### src/sv/tcsc_pkg.sv
// Package for the tram crossing signal controller: mode codes, register
// indexes, lamp and ramp constants, and the structs shared by the modules.
// No dependencies.
`default_nettype none

package tcsc_pkg;

    typedef enum logic [2:0] {
        MODE_WAIT   = 3'd0,
        MODE_SEEN   = 3'd1,
        MODE_PASSED = 3'd2,
        MODE_FAULT  = 3'd3,
        MODE_TEST   = 3'd4
    } mode_t;

    typedef enum logic [2:0] {
        REG_BREATHE_STEP = 3'd0,
        REG_BLINK_STEP   = 3'd1,
        REG_ARRIVE_HOLD  = 3'd2,
        REG_STOP_HOLD    = 3'd3,
        REG_CLEAR_TIME   = 3'd4,
        REG_LED_ON       = 3'd5,
        REG_LED_OFF      = 3'd6
    } reg_index_t;

    localparam int IN_DATA_W  = 40;
    localparam int OUT_DATA_W = 24;
    localparam int CFG_DATA_W = 16;

    // Ramp bands in tenths of a PWM level
    localparam logic [11:0] WAIT_LOW_TENTHS  = 12'd1250;
    localparam logic [11:0] WAIT_HIGH_TENTHS = 12'd1800;
    localparam logic [11:0] SEEN_LOW_TENTHS  = 12'd500;
    localparam logic [11:0] SEEN_HIGH_TENTHS = 12'd2550;
    localparam logic [11:0] SEEN_ON_TENTHS   = 12'd2000;

    localparam logic [7:0] FULL_LEVEL = 8'd255;
    localparam logic [7:0] OFF_LEVEL  = 8'd0;

    // ceil(2^16 / 10): exact floor(x / 10) for x below 16384
    localparam logic [12:0] DIV10_RECIP = 13'd6554;

    localparam logic [9:0]  RST_BREATHE_STEP = 10'd6;
    localparam logic [9:0]  RST_BLINK_STEP   = 10'd100;
    localparam logic [15:0] RST_ARRIVE_HOLD  = 16'd500;
    localparam logic [15:0] RST_STOP_HOLD    = 16'd400;
    localparam logic [15:0] RST_CLEAR_TIME   = 16'd6000;
    localparam logic [15:0] RST_LED_ON       = 16'd1000;
    localparam logic [15:0] RST_LED_OFF      = 16'd500;

    typedef struct packed {
        logic [9:0]  breathe_step;
        logic [9:0]  blink_step;
        logic [15:0] arrive_hold_ms;
        logic [15:0] stop_hold_ms;
        logic [15:0] clear_time_ms;
        logic [15:0] led_on_ms;
        logic [15:0] led_off_ms;
    } cfg_t;

    typedef struct packed {
        mode_t       mode;
        logic [11:0] level_tenths;
        logic        rising;
        logic [31:0] hold_mark_ms;
        logic        indicator_state;
        logic [31:0] indicator_mark_ms;
    } state_t;

    typedef struct packed {
        logic [31:0] now_ms;
        logic        sensor_one;
        logic        sensor_two;
        logic        sensor_three;
        logic        sensor_four;
        logic        test_switch;
    } item_t;

    typedef struct packed {
        logic [7:0] red_level;
        logic [7:0] green_level;
        logic       indicator_on;
        mode_t      mode;
    } result_t;

endpackage

`default_nettype wire

### src/sv/tcsc_core.sv
// Per-tick logic of the crossing controller: mode selection, hold timers,
// brightness ramp, lamp levels and indicator blink. Purely combinational.
// Depends on tcsc_pkg.
`default_nettype none

module tcsc_core (
    input  var tcsc_pkg::cfg_t    cfg,
    input  var tcsc_pkg::state_t  state,
    input  var tcsc_pkg::item_t   item,
    output tcsc_pkg::state_t      state_next,
    output tcsc_pkg::result_t     result
);

    logic               s1, s2, s3, s4, test_req;
    tcsc_pkg::mode_t    run_mode;
    logic [31:0]        hold_elapsed;
    logic [31:0]        ind_elapsed;
    logic [9:0]         step;
    logic [11:0]        band_lo, band_hi;
    logic signed [13:0] ramp_sum;
    logic [11:0]        ramp_level;
    logic               ramp_rising;
    logic [24:0]        div_prod;

    always_comb
    begin
        s1       = ~item.sensor_one;
        s2       = ~item.sensor_two;
        s3       = ~item.sensor_three;
        s4       = ~item.sensor_four;
        test_req = ~item.test_switch;

        // Fault overrides test, test overrides the stored mode
        run_mode = state.mode;
        if (test_req)
            run_mode = tcsc_pkg::MODE_TEST;
        if (s1 && s2)
            run_mode = tcsc_pkg::MODE_FAULT;

        hold_elapsed = item.now_ms - state.hold_mark_ms;
        ind_elapsed  = item.now_ms - state.indicator_mark_ms;

        if (run_mode == tcsc_pkg::MODE_SEEN)
        begin
            step    = cfg.blink_step;
            band_lo = tcsc_pkg::SEEN_LOW_TENTHS;
            band_hi = tcsc_pkg::SEEN_HIGH_TENTHS;
        end
        else
        begin
            step    = cfg.breathe_step;
            band_lo = tcsc_pkg::WAIT_LOW_TENTHS;
            band_hi = tcsc_pkg::WAIT_HIGH_TENTHS;
        end

        // Step in the current direction, clamp and reverse at the band edges
        if (state.rising)
            ramp_sum = $signed({2'b00, state.level_tenths}) + $signed({4'b0000, step});
        else
            ramp_sum = $signed({2'b00, state.level_tenths}) - $signed({4'b0000, step});
        ramp_level  = ramp_sum[11:0];
        ramp_rising = state.rising;
        if (ramp_sum > $signed({2'b00, band_hi}))
        begin
            ramp_level  = band_hi;
            ramp_rising = 1'b0;
        end
        else if (ramp_sum < $signed({2'b00, band_lo}))
        begin
            ramp_level  = band_lo;
            ramp_rising = 1'b1;
        end

        div_prod = ramp_level * tcsc_pkg::DIV10_RECIP;

        state_next = state;
        state_next.mode = run_mode;
        result.red_level    = tcsc_pkg::OFF_LEVEL;
        result.green_level  = tcsc_pkg::OFF_LEVEL;
        result.indicator_on = state.indicator_state;
        result.mode         = run_mode;

        unique case (run_mode)
            tcsc_pkg::MODE_SEEN:
            begin
                if (s1)
                    state_next.hold_mark_ms = item.now_ms;
                else if (hold_elapsed > {16'd0, cfg.clear_time_ms})
                    state_next.mode = tcsc_pkg::MODE_PASSED;
                state_next.level_tenths = ramp_level;
                state_next.rising       = ramp_rising;
                if (ramp_level > tcsc_pkg::SEEN_ON_TENTHS)
                    result.red_level = tcsc_pkg::FULL_LEVEL;
            end
            tcsc_pkg::MODE_PASSED:
            begin
                result.green_level = tcsc_pkg::FULL_LEVEL;
                if (s2)
                begin
                    if (hold_elapsed > {16'd0, cfg.stop_hold_ms})
                        state_next.mode = tcsc_pkg::MODE_WAIT;
                end
                else
                    state_next.hold_mark_ms = item.now_ms;
            end
            tcsc_pkg::MODE_FAULT:
            begin
                if (!s1 && !s2)
                    state_next.mode = tcsc_pkg::MODE_WAIT;
                result.red_level   = tcsc_pkg::FULL_LEVEL;
                result.green_level = tcsc_pkg::FULL_LEVEL;
            end
            tcsc_pkg::MODE_TEST:
            begin
                if (!test_req)
                    state_next.mode = tcsc_pkg::MODE_WAIT;
                if (s3)
                    result.red_level = tcsc_pkg::FULL_LEVEL;
                if (s4)
                    result.green_level = tcsc_pkg::FULL_LEVEL;
            end
            default:
            begin
                state_next.mode = tcsc_pkg::MODE_WAIT;
                result.mode     = tcsc_pkg::MODE_WAIT;
                if (s1)
                begin
                    if (hold_elapsed > {16'd0, cfg.arrive_hold_ms})
                        state_next.mode = tcsc_pkg::MODE_SEEN;
                end
                else
                    state_next.hold_mark_ms = item.now_ms;
                state_next.level_tenths = ramp_level;
                state_next.rising       = ramp_rising;
                result.red_level   = tcsc_pkg::FULL_LEVEL;
                result.green_level = div_prod[23:16];
            end
        endcase

        // Indicator toggles after its on or off period has run out
        if (state.indicator_state)
        begin
            if (ind_elapsed > {16'd0, cfg.led_on_ms})
            begin
                state_next.indicator_mark_ms = item.now_ms;
                state_next.indicator_state   = 1'b0;
            end
        end
        else if (ind_elapsed > {16'd0, cfg.led_off_ms})
        begin
            state_next.indicator_mark_ms = item.now_ms;
            state_next.indicator_state   = 1'b1;
        end
    end

endmodule

`default_nettype wire

### src/sv/tram_crossing_signal_controller_top.sv
// Top level of the tram crossing signal controller: stream ports, register
// file, controller state and result register. Depends on tcsc_pkg and
// tcsc_core.
//
// Usage: each beat on the s_ channel is one control tick (timestamp, four
// active-low sensors, active-low test switch). Each tick yields exactly one
// beat on the m_ channel with the red and green lamp levels, the indicator
// LED and the mode that drove the lamps.
// The result of a tick is registered: a tick accepted at one clock edge is
// offered on m_tvalid after that edge. Throughput is one tick per cycle while
// the receiver does not stall; the controller state updates at the same edge
// the tick is accepted, so the next tick may follow immediately.
// The cfg_ port writes a register by index at any edge with cfg_we high;
// write only while no tick is in flight.
// Reset (rst_n low, asynchronous) loads the default register values, puts
// the controller in waiting mode with the indicator on and empties the
// result register.
// When the receiver stalls, the result holds and s_tready drops until the
// result is taken; a result taken in the same cycle frees the slot at once.
`default_nettype none

module tram_crossing_signal_controller_top (
    input  wire                              clk,
    input  wire                              rst_n,
    // now_ms[31:0], sensor_one[32], sensor_two[33], sensor_three[34],
    // sensor_four[35], test_switch[36], zero[39:37]
    input  wire [tcsc_pkg::IN_DATA_W-1:0]    s_tdata,
    input  wire                              s_tvalid,
    output logic                             s_tready,
    // red_level[7:0], green_level[15:8], indicator_on[16], mode[19:17],
    // zero[23:20]
    output logic [tcsc_pkg::OUT_DATA_W-1:0]  m_tdata,
    output logic                             m_tvalid,
    input  wire                              m_tready,
    input  wire                              cfg_we,
    input  wire [2:0]                        cfg_index,
    input  wire [tcsc_pkg::CFG_DATA_W-1:0]   cfg_data
);

    tcsc_pkg::cfg_t    cfg_reg;
    tcsc_pkg::state_t  state_reg, state_next;
    tcsc_pkg::item_t   item;
    tcsc_pkg::result_t result;
    tcsc_pkg::result_t result_reg;
    logic              out_valid_reg;
    logic              in_beat;

    assign s_tready = !out_valid_reg || m_tready;
    assign in_beat  = s_tvalid && s_tready;

    assign item.now_ms       = s_tdata[31:0];
    assign item.sensor_one   = s_tdata[32];
    assign item.sensor_two   = s_tdata[33];
    assign item.sensor_three = s_tdata[34];
    assign item.sensor_four  = s_tdata[35];
    assign item.test_switch  = s_tdata[36];

    tcsc_core u_core (
        .cfg        (cfg_reg),
        .state      (state_reg),
        .item       (item),
        .state_next (state_next),
        .result     (result)
    );

    always_ff @(posedge clk or negedge rst_n)
    begin
        if (!rst_n)
        begin
            cfg_reg.breathe_step   <= tcsc_pkg::RST_BREATHE_STEP;
            cfg_reg.blink_step     <= tcsc_pkg::RST_BLINK_STEP;
            cfg_reg.arrive_hold_ms <= tcsc_pkg::RST_ARRIVE_HOLD;
            cfg_reg.stop_hold_ms   <= tcsc_pkg::RST_STOP_HOLD;
            cfg_reg.clear_time_ms  <= tcsc_pkg::RST_CLEAR_TIME;
            cfg_reg.led_on_ms      <= tcsc_pkg::RST_LED_ON;
            cfg_reg.led_off_ms     <= tcsc_pkg::RST_LED_OFF;
        end
        else if (cfg_we)
        begin
            unique case (cfg_index)
                tcsc_pkg::REG_BREATHE_STEP: cfg_reg.breathe_step   <= cfg_data[9:0];
                tcsc_pkg::REG_BLINK_STEP:   cfg_reg.blink_step     <= cfg_data[9:0];
                tcsc_pkg::REG_ARRIVE_HOLD:  cfg_reg.arrive_hold_ms <= cfg_data;
                tcsc_pkg::REG_STOP_HOLD:    cfg_reg.stop_hold_ms   <= cfg_data;
                tcsc_pkg::REG_CLEAR_TIME:   cfg_reg.clear_time_ms  <= cfg_data;
                tcsc_pkg::REG_LED_ON:       cfg_reg.led_on_ms      <= cfg_data;
                tcsc_pkg::REG_LED_OFF:      cfg_reg.led_off_ms     <= cfg_data;
                default: ;
            endcase
        end
    end

    // Controller state advances on every accepted tick
    always_ff @(posedge clk or negedge rst_n)
    begin
        if (!rst_n)
        begin
            state_reg.mode              <= tcsc_pkg::MODE_WAIT;
            state_reg.level_tenths      <= 12'd0;
            state_reg.rising            <= 1'b1;
            state_reg.hold_mark_ms      <= 32'd0;
            state_reg.indicator_state   <= 1'b1;
            state_reg.indicator_mark_ms <= 32'd0;
        end
        else if (in_beat)
            state_reg <= state_next;
    end

    always_ff @(posedge clk or negedge rst_n)
    begin
        if (!rst_n)
            out_valid_reg <= 1'b0;
        else if (in_beat)
            out_valid_reg <= 1'b1;
        else if (m_tready)
            out_valid_reg <= 1'b0;
    end

    always_ff @(posedge clk)
    begin
        if (in_beat)
            result_reg <= result;
    end

    assign m_tvalid = out_valid_reg;
    assign m_tdata  = {4'b0000, result_reg.mode, result_reg.indicator_on,
                       result_reg.green_level, result_reg.red_level};

endmodule

`default_nettype wire

### config.mk
export PLATFORM = sky130hd
export DESIGN_NAME = tram_crossing_signal_controller_top
export DESIGN_NICKNAME = d
export VERILOG_FILES = /design/src/sv/tcsc_pkg.sv /design/src/sv/tcsc_core.sv /design/src/sv/tram_crossing_signal_controller_top.sv
export SDC_FILE = /design/constraint.sdc
export NUM_CORES = 1
export LEC_CHECK = 0
export BUFFER_PORTS_ARGS = -buffer_cell sky130_fd_sc_hd__buf_2
export CAP_MARGIN = 15
export CORE_ASPECT_RATIO = 0.9
export CORE_MARGIN = 2
export CORE_UTILIZATION = 53
export CTS_CLUSTER_DIAMETER = 60
export DETAILED_ROUTE_END_ITERATION = 8
export GPL_TIMING_DRIVEN = 0
export PLACE_DENSITY = 0.69
export SLEW_MARGIN = 20
export SYNTH_ARGS = -nofsm -noshare
export SYNTH_HDL_FRONTEND = slang
export SYNTH_SLANG_ARGS = --single-unit
### constraint.sdc
create_clock -name clk -period 31.8 [get_ports clk]
set_clock_uncertainty 0.05 [all_clocks]
set_input_delay 0 -clock clk [delete_from_list [all_inputs] [get_ports clk]]
set_output_delay 0 -clock clk [all_outputs]
set_load 0.02 [all_outputs]
Yosys cells after proc, flatten, opt, wreduce, memory -nomap -nowiden
Cells that the tools add are included.
{ "totals": {"reg_bits": 202, "in_bits": 64, "out_inout_bits": 26, "elab_cells": 106} }
{ "classes": {"n_addsub": 4, "n_mul": 1, "magnitude_cmp": 8, "n_eq_ne": 13, "mux": 33, "n_bitwise": 4, "reduce_logical": 25} }
{ "op_table": {"columns": ["op", "count"], "rows": [
  ["$gt 32x16->1", 5],
  ["$mux 33", 3],
  ["$mux 32", 3],
  ["$pmux 32 s3", 1],
  ["$sub 32x32->32", 2],
  ["$pmux 8 s3", 2],
  ["$mux 12", 3],
  ["$mux 3", 8],
  ["$mux 8", 3],
  ["$mul 12x12->23 const B", 1],
  ["$reduce_and 2->1", 8],
  ["$gt 14x13->1", 1],
  ["$lt 14x12->1", 1],
  ["$mux 14", 1],
  ["$add 12x10->13", 1],
  ["$sub 12x10->13", 1],
  ["$eq 3x2->1 const B", 4],
  ["$eq 3x3->1 const B", 4],
  ["$gt 12x11->1 const B", 1],
  ["$pmux 3 s4", 1],
  ["$mux 11", 1],
  ["$mux 10", 1],
  ["$eq 3x1->1 const B", 2],
  ["$mux 1", 6],
  ["other kinds (14)", 24]
]} }

Depth between registers and ports, before layout
{ "logic_depth": {"word_depth": 13, "depth_mapped": 51, "ltp_nobuf": 46} }

Hierarchy
A second synthesis with hierarchy kept.
{ "hier_totals": {"cells_unflattened": 1937, "hier_area_um2": 18950.7} }
{ "modules_own_cells": {"columns": ["module", "n_inst", "cells_per_inst", "area_each_um2", "seq_area_each_um2"], "rows": [
  ["tcsc_core", 1, 1520, 11442.2, 0.0],
  ["tram_crossing_signal_controller_top", 1, 417, 7508.5, 5198.7]
]} }

Worst setup path before layout
Ideal clock, no wire load.
{ "synth_path": {"path_kind": "reg2reg", "start": "register state_reg[78] in the netlist's numbering", "end": "register result_reg, in the netlist m_tdata[15] (data pin)", "setup_time_ns": 0.273, "arrival_time_ns": 10.050, "t_required_ns": 31.477, "setup_slack_ns": 21.426, "stages_incl_launch_ff": 48, "n_path_buf": 5, "period_less_slack_ns": 10.374, "cell_sequence": "dfrtp_1 -> clkbuf_1 -> nand2b_1 -> or3_1 -> clkbuf_1 -> inv_1 -> clkbuf_1 -> buf_1 -> nand2_1 -> nand2_1 -> inv_1 -> ha_1 -> or3_1 -> a211o_1 -> o22a_1 -> a21oi_1 -> mux2i_1 -> a221o_1 -> [12 not listed] -> ha_1 -> fa_1 -> fa_1 -> fa_1 -> inv_1 -> fa_1 -> inv_1 -> ha_1 -> a21o_1 -> a21oi_1 -> o21a_1 -> o31ai_1 -> a211oi_1 -> nor2_1 -> o41a_1 -> a211oi_1 -> xnor2_1 -> o21ai_0"} }
{ "synth_lines": {"columns": ["element", "line_no", "rtl"], "rows": [
  ["start, declared", "tram_crossing_signal_controller_top.sv:41", "tcsc_pkg::state_t state_reg, state_next;"],
  ["start signal, assigned", "tram_crossing_signal_controller_top.sv:106", "state_reg <= state_next;"],
  ["end signal, assigned", "tram_crossing_signal_controller_top.sv:122", "result_reg <= result;"],
  ["end, declared", "tram_crossing_signal_controller_top.sv:44", "tcsc_pkg::result_t result_reg;"]
]} }

==> impl_metrics.env <==
export IMPL_drtAntennaViolNets=0
export IMPL_h_tree_depth=4
export IMPL_overflow=0
export IMPL_setup_tns_ns=0
export IMPL_drc=0
export IMPL_tightest_slew_ns=1.12
export IMPL_ys_ff_latch=195
export IMPL_nFillCells=2995
export IMPL_max_stage_delay_ns=0.65
export IMPL_multi_input_area_mm2=0.0118
export IMPL_path_clk_slew_ns=0.08
export IMPL_synth_edf_count=13
export IMPL_arrival_ns=12.62
export IMPL_syn_area_per_cell_um2=8.98
export IMPL_cts_path_max_buffers=2
export IMPL_slew_viol_final=0
export IMPL_seq_area_mm2=0.00499
export IMPL_area_delta_synth_final_pct=12.2
export IMPL_wl_per_cell_um=17.6
export IMPL_first_iter_violations=950
export IMPL_fin_crit_sh=0.393
export IMPL_crit_fanout=13
export IMPL_avgViaCountPerCell=5.68
export IMPL_slowest_stage="buf_1"
export IMPL_max_freq_mhz=80.1
export IMPL_diodes=0
export IMPL_grt_pass1_wl_um=77200
export IMPL_worstSetupPathType="reg2reg"
export IMPL_cts_buffers=17
export IMPL_cts_root_buf="clkbuf_16"
export IMPL_synthFlopType="dfrtp_1"
export IMPL_crit_family="adder cells"
export IMPL_crit_start="state_reg[78]"
export IMPL_clkLatencyLatePin_ns=0.46
export IMPL_drv_cap=0
export IMPL_endpoint_kind="flip-flop"
export IMPL_dr_total_vias=15100
export IMPL_clock_sinks=195
export IMPL_fin_ws_ns=19.31
export IMPL_antenna_found_initial=0
export IMPL_wirelength_um=46600
export IMPL_drive_gt1_frac=0.139
export IMPL_post_place_ws_ns=19.41
export IMPL_synth_area_leaders="dfrtp_1 20%, ha_1 18%, inv_1 5.8%"
export IMPL_yosys_warnings=0
export IMPL_rows=64
export IMPL_synth_top_cells_by_count="279 x inv_1, 261 x ha_1, 167 x nand2_1"
export IMPL_portBuffers=80
export IMPL_yosys_area_top_type="dfrtp_1"
export IMPL_final_util=0.600
export IMPL_grt_max_degree=84
export IMPL_hp_start="cfg_index[2]"
export IMPL_core_mm2=0.0339
export IMPL_slew_headroom=0.247
export IMPL_initial_utilization=0.535
export IMPL_ys_seq_area_frac=0.275
export IMPL_synth_top_area_share=0.203
export IMPL_hold_viol_final=0
export IMPL_async_flop_share=0.933
export IMPL_status="finished, final reports clean"
export IMPL_r2r_slack_ns=19.31
export IMPL_nets=2546
export IMPL_grt_pass1_vias=14900
export IMPL_period_minus_slack_ns=12.49
export IMPL_track_usage=0.270
export IMPL_min_path_type="in2reg"
export IMPL_cp_common_cell="inv_1"
export IMPL_yosysMostFrequentCell="inv_1"
export IMPL_synth_distinct_cells=87
export IMPL_rsz0062_at_grt="no"
export IMPL_synth_cells=2019
export IMPL_firstDrtPassIters=6
export IMPL_synthesis_area_mm2=0.0181
export IMPL_dieArea_mm2=0.0357
export IMPL_gp_congestion=0.863
export IMPL_cp_start_kind="flip-flop"
export IMPL_fp_dieW_um=199
export IMPL_setup_violations=0
export IMPL_largest_reg_flops=100
export IMPL_crit_required_ns=31.93
export IMPL_io_pin_count=90
export IMPL_critPathBufInv=12
export IMPL_dp_hpwl_um=36800
export IMPL_r2r_start="state_reg[78]"
export IMPL_die_h_um=179
export IMPL_cts_tree="done"
cell usage in the layout (no fill, tap or decap), types with 35 or more instances in the layout:
cell	netlist	layout
a21oi_1	117	116
dlygate4sd3_1	0	54
mux2_2	82	82
dfstp_2	35	35
fa_1	42	42
nand4_1	39	39
nand2_1	167	167
dfrtp_1	147	147
clkbuf_1	54	56
a21o_1	47	47
nor2_1	73	73
inv_1	279	279
ha_1	261	261
o21ai_0	153	153
buf_2	4	83
through the flow:
step,hold WS [ns],cells,cell area (µm²)
2_1_floorplan,-0.346,2022,18100
3_3_place_gp,0.163,2564,19100
3_5_place_dp,-0.167,2567,19200
4_1_cts,0.000388,2654,20300
5_1_grt,0.0360,2654,20300
6_report,0.0172,2654,20300
timing repair:
action	4_1_cts	5_1_grt
endpoints found under the setup margin	0	0
resized for setup	0	0
endpoints found under the hold margin	274	0
setup buffers	0	0
hold buffers	55	0
logic make-up (layout without fill, tap and decap cells):
| family | Yosys count | after routing | share of synthesized area |
|---|---|---|---|
| xor gates and xnor gates | 54 | 54 | 0.0261 |
| AOI/OAI and AO/OA | 496 | 496 | 0.175 |
| DFF | 195 | 195 | 0.275 |
| and+or+nand+nor | 493 | 493 | 0.137 |
| muxes | 124 | 124 | 0.0824 |
| adders and majority gates | 303 | 303 | 0.227 |
| buffers and inverters | 353 | 523 | 0.0769 |
| other | 1 | 4 | 0.000207 |
path summary, 6_finish.rpt:
check / to / depth (start not counted)
min in group asynchronous: state_reg[26] / 3
max: m_tdata[15] / 49
max in group asynchronous: state_reg[65] / 4
min: cfg_reg[32] / 4
min reg2reg: cfg_reg[88] / 1
max reg2reg: m_tdata[15] / 49
worst reg2reg max path, delay by kind of cell, from the launching register on:
family	cells	cell delay, ns
adder cells (fa/ha/maj)	9	3.50
AO/OA/AOI/OAI	14	2.89
AND/OR/NAND/NOR	11	2.02
buffers and inverters	12	2.91
XOR/XNOR	2	0.40
flip-flops	1	0.33
multiplexers	1	0.14
per-layer routing:
metal	share of wire	vias to the layer above	track usage
li1	-	7455	-
met1	0.49	7277	0.388
met2	0.46	309	0.435
met3	0.041	39	0.0364
met4	0.012	0	0.0576
met5	0	-	0
layout make-up:
type	instances	share of cell area
Clock inverter	13	0.00683
Buffer	74	0.0170
Clock buffer	19	0.0213
Tap cell	462	0.0284
Timing Repair Buffer	138	0.0508
Inverter	279	0.0515
Multi-Input combinational cell	1474	0.579
Sequential cell	195	0.245
Power is not shown: default switching activity piles up to over one toggle a cycle in this logic, so the estimate is an artifact.
